[config.mk]
export PLATFORM = sky130hd
export DESIGN_NAME = rate_matched_tx_fifo_core
export DESIGN_NICKNAME = d
export VERILOG_FILES = /design/src/design/rmtf_pkg.sv /design/src/design/rmtf_queue.sv /design/src/design/rmtf_rate.sv /design/src/design/rate_matched_tx_fifo_core.sv
export SDC_FILE = /design/constraint.sdc
export NUM_CORES = 1
export LEC_CHECK = 0
export ABC_AREA = 1
export BUFFER_PORTS_ARGS = -buffer_cell sky130_fd_sc_hd__buf_2
export CELL_PAD_IN_SITES_DETAIL_PLACEMENT = 1
export CELL_PAD_IN_SITES_GLOBAL_PLACEMENT = 2
export CORE_ASPECT_RATIO = 1.75
export CORE_UTILIZATION = 43
export CTS_BUF_LIST = sky130_fd_sc_hd__clkbuf_16
export CTS_CLUSTER_SIZE = 14
export DETAILED_ROUTE_END_ITERATION = 8
export GPL_ROUTABILITY_DRIVEN = 0
export PLACE_DENSITY_LB_ADDON = 0.05
export SYNTH_ARGS = -nofsm -noshare
export SYNTH_HDL_FRONTEND = slang
export SYNTH_SLANG_ARGS = --single-unit
[constraint.sdc]
create_clock -name clk -period 8.8 [get_ports clk]
set_input_delay 0.44 -clock clk [delete_from_list [all_inputs] [get_ports clk]]
set_output_delay 0.44 -clock clk [all_outputs]
set_load 0.02 [all_outputs]
[src/design/rmtf_pkg.sv]
package rmtf_pkg;

  localparam int FIFO_DEPTH    = 8;
  localparam int PAYLOAD_WIDTH = 32;
  localparam int RATE_W        = 10;
  localparam int CREDIT_W      = 11;
  localparam int CNT_W         = $clog2(FIFO_DEPTH + 1);
  localparam int PTR_W         = $clog2(FIFO_DEPTH);

  // Stream widths: payload in, payload plus three status bits out, whole bytes
  localparam int S_TDATA_W = ((PAYLOAD_WIDTH + 7) / 8) * 8;
  localparam int M_TDATA_W = ((PAYLOAD_WIDTH + 3 + 7) / 8) * 8;

  localparam int CFG_IDX_W = 1;

  // Configuration register indexes
  localparam logic [CFG_IDX_W-1:0] REG_RECV_RATE = 1'd0;
  localparam logic [CFG_IDX_W-1:0] REG_XMIT_RATE = 1'd1;

  localparam logic [RATE_W-1:0]   RATE_RESET   = 10'd1;
  localparam logic [CREDIT_W-1:0] CREDIT_RESET = 11'd1;

  // Queue status toward the top level for the request being processed
  typedef struct packed {
    logic                     head_valid;
    logic [PAYLOAD_WIDTH-1:0] head_data;
    logic                     full;
  } queue_status_t;

endpackage

[src/design/rmtf_queue.sv]
module rmtf_queue (
  input  logic                              clk,
  input  logic                              rst,
  input  logic                              step,
  input  logic                              push,
  input  logic [rmtf_pkg::PAYLOAD_WIDTH-1:0] push_data,
  input  logic                              pop,
  output rmtf_pkg::queue_status_t           status
);
  import rmtf_pkg::*;

  localparam logic [CNT_W-1:0] DEPTH_CNT = CNT_W'(FIFO_DEPTH);
  localparam logic [PTR_W-1:0] LAST_PTR  = PTR_W'(FIFO_DEPTH - 1);

  logic [PAYLOAD_WIDTH-1:0] mem [FIFO_DEPTH];
  logic [PAYLOAD_WIDTH-1:0] head_q;
  logic [PTR_W-1:0]         wr_ptr;
  logic [PTR_W-1:0]         rd_ptr;
  logic [PTR_W-1:0]         rd_ptr_next;
  logic [CNT_W-1:0]         count;
  logic [CNT_W-1:0]         count_pushed;
  logic [CNT_W-1:0]         count_next;
  logic                     push_ok;
  logic                     pop_ok;

  // Drop a push while full; a push into an empty queue falls through
  always_comb begin
    push_ok      = push && (count != DEPTH_CNT);
    count_pushed = count + CNT_W'(push_ok);
    pop_ok       = pop && (count_pushed != '0);
    count_next   = count_pushed - CNT_W'(pop_ok);
    rd_ptr_next  = rd_ptr;
    if (pop_ok) begin
      rd_ptr_next = (rd_ptr == LAST_PTR) ? '0 : rd_ptr + 1'b1;
    end
    status.head_valid = (count_pushed != '0);
    if (count == '0) begin
      status.head_data = push_ok ? push_data : '0;
    end else begin
      status.head_data = head_q;
    end
    status.full = (count_next == DEPTH_CNT);
  end

  // Write at the tail and fetch the next head, bypassing a write to that entry
  always_ff @(posedge clk) begin
    if (step) begin
      if (push_ok) begin
        mem[wr_ptr] <= push_data;
      end
      head_q <= (push_ok && (wr_ptr == rd_ptr_next)) ? push_data : mem[rd_ptr_next];
    end
  end

  // Advance pointers and count
  always_ff @(posedge clk) begin
    if (rst) begin
      wr_ptr <= '0;
      rd_ptr <= '0;
      count  <= '0;
    end else if (step) begin
      if (push_ok) begin
        wr_ptr <= (wr_ptr == LAST_PTR) ? '0 : wr_ptr + 1'b1;
      end
      rd_ptr <= rd_ptr_next;
      count  <= count_next;
    end
  end

endmodule

[src/design/rmtf_rate.sv]
module rmtf_rate (
  input  logic                         clk,
  input  logic                         rst,
  input  logic                         step,
  input  logic [rmtf_pkg::RATE_W-1:0]  recv_rate,
  input  logic [rmtf_pkg::RATE_W-1:0]  xmit_rate,
  output logic                         sent
);
  import rmtf_pkg::*;

  logic [CREDIT_W-1:0] credit;
  logic [CREDIT_W-1:0] credit_next;
  logic [RATE_W-1:0]   diff;
  logic                rate_ok;

  // Send every step when the receiver is no faster, else spend credit while it exceeds the rate gap, or earn credit
  always_comb begin
    rate_ok     = (recv_rate <= xmit_rate);
    diff        = recv_rate - xmit_rate;
    credit_next = credit;
    if (rate_ok) begin
      sent = 1'b1;
    end else if (credit > {1'b0, diff}) begin
      sent        = 1'b1;
      credit_next = credit - {1'b0, diff};
    end else begin
      sent        = 1'b0;
      credit_next = credit + {1'b0, xmit_rate};
    end
  end

  // Hold credit between steps
  always_ff @(posedge clk) begin
    if (rst) begin
      credit <= CREDIT_RESET;
    end else if (step) begin
      credit <= credit_next;
    end
  end

endmodule

[src/design/rate_matched_tx_fifo_core.sv]
// Transmit FIFO with a credit rate matcher. Each request on the slave stream is
// one link tick: s_tuser says whether it carries a packet (s_tdata) to queue,
// and each tick gives exactly one result on the master stream with the packet
// sent (or held), the send flag, the strobe level and the full flag. One
// request is taken every clock cycle unless master backpressure stalls it; a
// request passes the input register and then the result register; the credit
// update and queue push and pop happen between them. Backpressure on the master
// side stalls the slave side once both registers hold work. The user writes
// rates on the cfg port while the stream is idle; the block does not enforce it.
module rate_matched_tx_fifo_core (
  input  logic                               clk,
  input  logic                               rst,
  // slave stream
  input  logic                               s_tvalid,
  output logic                               s_tready,
  input  logic [rmtf_pkg::S_TDATA_W-1:0]     s_tdata,   // push_payload
  input  logic                               s_tuser,   // push_valid
  // master stream
  output logic                               m_tvalid,
  input  logic                               m_tready,
  output logic [rmtf_pkg::M_TDATA_W-1:0]     m_tdata,   // send_payload, sent_now,
                                                        // strobe_level, is_full
  output logic                               m_tuser,   // send_valid
  // configuration
  input  logic                               cfg_we,
  input  logic [rmtf_pkg::CFG_IDX_W-1:0]     cfg_index,
  input  logic [rmtf_pkg::RATE_W-1:0]        cfg_wdata
);
  import rmtf_pkg::*;

  logic [RATE_W-1:0]        recv_rate;
  logic [RATE_W-1:0]        xmit_rate;

  logic                     in_valid;
  logic                     in_push;
  logic [PAYLOAD_WIDTH-1:0] in_payload;

  logic                     out_valid;
  logic                     last_valid;
  logic [PAYLOAD_WIDTH-1:0] last_payload;
  logic                     sent_now;
  logic                     strobe;
  logic                     full;

  logic                     advance;
  logic                     sent;
  queue_status_t            qstat;

  // Configuration writes
  always_ff @(posedge clk) begin
    if (rst) begin
      recv_rate <= RATE_RESET;
      xmit_rate <= RATE_RESET;
    end else if (cfg_we) begin
      case (cfg_index)
        REG_RECV_RATE: recv_rate <= cfg_wdata;
        REG_XMIT_RATE: xmit_rate <= cfg_wdata;
        default: ;
      endcase
    end
  end

  // Process the held request when the result register is free or draining
  assign advance  = in_valid && (!out_valid || m_tready);
  assign s_tready = !in_valid || advance;

  // Input register
  always_ff @(posedge clk) begin
    if (rst) begin
      in_valid <= 1'b0;
    end else if (s_tready) begin
      in_valid <= s_tvalid;
    end
  end

  always_ff @(posedge clk) begin
    if (s_tvalid && s_tready) begin
      in_push    <= s_tuser;
      in_payload <= s_tdata[PAYLOAD_WIDTH-1:0];
    end
  end

  rmtf_queue u_queue (
    .clk       (clk),
    .rst       (rst),
    .step      (advance),
    .push      (in_push),
    .push_data (in_payload),
    .pop       (sent),
    .status    (qstat)
  );

  rmtf_rate u_rate (
    .clk       (clk),
    .rst       (rst),
    .step      (advance),
    .recv_rate (recv_rate),
    .xmit_rate (xmit_rate),
    .sent      (sent)
  );

  // Result register: hold the last packet sent, toggle strobe on each send
  always_ff @(posedge clk) begin
    if (rst) begin
      out_valid    <= 1'b0;
      last_valid   <= 1'b0;
      last_payload <= '0;
      sent_now     <= 1'b0;
      strobe       <= 1'b0;
      full         <= 1'b0;
    end else begin
      if (advance) begin
        out_valid <= 1'b1;
        sent_now  <= sent;
        full      <= qstat.full;
        if (sent) begin
          last_valid   <= qstat.head_valid;
          last_payload <= qstat.head_valid ? qstat.head_data : '0;
          strobe       <= !strobe;
        end
      end else if (m_tready) begin
        out_valid <= 1'b0;
      end
    end
  end

  // Pack the result
  always_comb begin
    m_tdata                    = '0;
    m_tdata[PAYLOAD_WIDTH-1:0] = last_payload;
    m_tdata[PAYLOAD_WIDTH]     = sent_now;
    m_tdata[PAYLOAD_WIDTH+1]   = strobe;
    m_tdata[PAYLOAD_WIDTH+2]   = full;
  end

  assign m_tvalid = out_valid;
  assign m_tuser  = last_valid;

endmodule

==> summary.md <==
| Metric | Value |
|---|---|
| Area growth from synthesis to layout | `12.1%` |
| Cell seen most often among critical-path stages | `sky130_fd_sc_hd__nand2_1` |
| Total buffers and inverters traversed by the critical path | `3` |
| Count of final max-slew check failures | `0` |
| Antenna violations before repair | `0` |
| Ys async rst share | `0%` |
| Largest net degree at the start of global routing | `66` |
| Average size of a mapped cell | `9.51 um^2` |
| Vert. Die Dim | `roughly 280 um` |
| Max-capacitance violation count | `0` |
| Max-slew headroom | `21.9%` |
| Worst clock skew | `about 0.018 ns` |
| Layout cells sized above 1 | `about 9.8%` |
| Endpoints failing setup | `0` |
| Per-cell via count in the routed design | `between 5 and 6` |
| Register-to-register path setup slack | `2.77 ns` |
| Core Footprint | `about 43000 um^2` |
| Post-DR wirelength/cell | `between 20 and 25 um` |
| Time the final worst path needs with I/O delays and setup | `between 6 and 7 ns` |
| Number of DRC markers in iteration 0 | `~650` |
| Top-Level Pins | `between 90 and 100` |
| Via count of the first global-routing pass | `between 15000 and 20000` |
| CP startpoint | `xmit_rate[1]` |
| Data required time of the critical path | `9.09 ns` |
| Number of buffers created by CTS | `41` |
| Sink count of the clock tree | `400` |
| Highest-count cells in the layout ignoring fill and taps | `sky130_fd_sc_hd__nand3_1, sky130_fd_sc_hd__inv_1, sky130_fd_sc_hd__nand2_1` |
| Number of remaining DRC errors | `0` |
| Post-synthesis cell type count | `39` |
| Gr usage total | `approximately a quarter` |
| Antenna cells | `0` |
| Total of cells resized after clock tree synthesis | `0` |
| Worst path top cell family by delay | `simple AND/OR/NAND/NOR gates` |
| Clock tree buffer depth | `3` |
| Commonest register cell after synthesis | `sky130_fd_sc_hd__edfxtp_1` |
| Length of the first detailed-routing pass in iterations | `4` |
| Fillcell total | `4882` |
| Post-synthesis instance area | `roughly 19000 um^2` |
| Hold Path Origin | `s_tdata[9]` |
| Worst hold path type | `in2reg` |
| Horiz. Die Dim | `around 160 um` |
| Longest individual stage delay on the worst path | `0.71 ns` |
| Number of cells on the worst reg-to-reg path | `27` |
| Flop and latch count out of synthesis | `400` |
| Worst-case hold path end point | `in_payload[9]` |
| Number of buffers added for setup after CTS | `0` |
| Cell count after synthesis | `around 2000` |
| Setup repair after global routing missed its margin | `false` |
| Leading cell type in the layout, fill and taps excluded | `sky130_fd_sc_hd__nand3_1` |
| PnR Total Power | `5.32 mW` |
| Setup Crit Path Kind | `reg2reg` |
| Root Driver | `sky130_fd_sc_hd__clkbuf_16` |
| Startpoint of the lowest-slack register-to-register path | `xmit_rate[1]` |
| Flip-flop and latch area | `11200 um^2` |
| Peak supply drop | `0.137 mV` |
| HPWL Detailed | `~34000 um` |
| Number of cells on the worst hold path | `1` |
| Highest clock frequency the design can meet | `around 0.17 GHz` |
| Sequential fraction of the synthesis area | `about 60%` |
| Placed Instance Area | `just under 20000 um^2` |
| Setup TNS | `0 ns` |
| Count of standard-cell rows | `100` |
| Post-Route WL | `around 56000 um` |
| Number of hold-slack violations in the final timing report | `0` |
| Post-route ant nets | `0` |
| Die area | `44100 um^2` |
| Routed via count | `between 10000 and 15000` |
| Synth warnings | `0` |
| Endpoint of the worst-slack reg-to-reg timing path | `u_queue.head_q[0]` |
| Data arrival time of the worst path | `~6.3 ns` |
| Total overflow reported by the global router | `0` |
| Slew at the pin with the worst max-slew slack | `1.17 ns` |
| Leakage power | `around 9.0 nW` |
| Run status | `completed` |
| Count of buffers inserted at the top-level ports | `between 80 and 90` |
| First-pass GRT wire length | `a little under 90000 um` |
| Finished layout cell area | `between 20000 and 25000 um^2` |
| Htree depth | `2` |
| CP Max Fanout | `65` |
| Total Nets Final | `approximately 2100` |
| Number of enable flip-flop cells after synthesis | `~320` |
| Slowest-stage cell, CP | `sky130_fd_sc_hd__buf_4` |
| Clk slew on worst S/H paths | `around 0.060 ns` |
| Clk_lat worst skew | `about 0.55 ns` |
| Starting Density | `a little over two fifths` |
| Startpoint type of the worst setup path | `flip-flop` |
| Clock tree from TritonCTS | `built` |
| Area occupied by multi-input gates | `5600 um^2` |
| Hold Buf Count CTS | `0` |
| Final worst-path cycle share | `68.5%` |
| Power per cell area | `approximately 260 nW/um^2` |
| Kind of end point of the critical path | `flip-flop` |
per-layer routing:
| metal | vias to the layer above | global-route usage, % | part of all wire [%] |
|---|---|---|---|
| met4 | 0 | 10.4 | 3.7 |
| met3 | 116 | 2.47 | 2.6 |
| met1 | 7011 | 27.0 | 37 |
| met2 | 237 | 52.3 | 56 |
| li1 | 6559 | - | - |
| met5 | - | 0 | 0 |
through the flow:
step	hold WS, ns	utilization [%]	cells	worst slack [ns]
2_1_floorplan	0.439	-	1960	5.18
3_3_place_gp	0.450	45.9	2530	2.79
3_5_place_dp	0.457	45.9	2530	2.71
4_1_cts	0.0342	49.0	2606	2.70
5_1_grt	0.0423	49.0	2606	2.34
6_report	0.0647	49.0	2606	2.77
flip-flops by register name, summed over array words and instances (netlist names):
register / cells
last_payload: 32
u_rate.credit: 11
in_payload: 32
strobe: 1
u_queue.wr_ptr: 3
u_queue.count: 4
u_queue.mem: 256
u_queue.rd_ptr: 3
m_tuser: 1
in_valid: 1
u_queue.head_q: 32
in_push: 1
full: 1
sent_now: 1
recv_rate: 10
xmit_rate: 10
m_tvalid: 1
area by class of cell:
class                   instances  share of cell area, %
repair buffers                112                   3.00
well taps                     561                   3.37
clock buffers                  43                   5.16
multi-input cells            1096                   26.9
inverters                     361                   6.50
flip-flops and latches        400                   53.8
clock inverters                33                   1.23
kinds of logic after synthesis:
| group | synth area share (%) |
|---|---|
| simple gates | 20.4 |
| fa+ha+maj | 2.88 |
| other cells | 0.0202 |
| buf+inv | 10.0 |
| flops | 60.3 |
| compound gates | 5.24 |
| xor+xnor | 1.04 |
where the power goes:
part,internal [mW],switching [mW],leakage [nW]
Clock,1.00,0.747,0.700
Combinational,0.394,0.959,4.75
Sequential,2.16,0.0581,3.57
Total,3.56,1.76,9.02
worst max path at each step:
stage                          to  slack [ns]  cells after the start
6_report        u_queue.head_q[0]        2.77                     27
5_1_grt        u_queue.head_q[31]        2.34                     27
4_1_cts         u_queue.head_q[0]        2.70                     27
3_5_place_dp    u_queue.head_q[9]        2.71                     27
3_3_place_gp   u_queue.head_q[30]        2.79                     27
2_1_floorplan  u_queue.head_q[21]        5.18                     26
Yosys cell counts (17+ instances only):
master / instances / area share, %
sky130_fd_sc_hd__nand3_1: 409 / 11
sky130_fd_sc_hd__inv_1: 357 / 7.2
sky130_fd_sc_hd__nand2_1: 353 / 7.1
sky130_fd_sc_hd__edfxtp_1: 321 / 52
sky130_fd_sc_hd__a21oi_1: 86 / 2.3
sky130_fd_sc_hd__dfxtp_1: 79 / 8.5
sky130_fd_sc_hd__o21ai_0: 70 / 1.9
sky130_fd_sc_hd__nor2_1: 57 / 1.2
sky130_fd_sc_hd__buf_2: 41 / 1.1
sky130_fd_sc_hd__ha_1: 38 / 2.6
sky130_fd_sc_hd__clkbuf_1: 36 / 0.73
sky130_fd_sc_hd__buf_4: 17 / 0.69
Note: power is estimated with default switching activity, not from simulation.
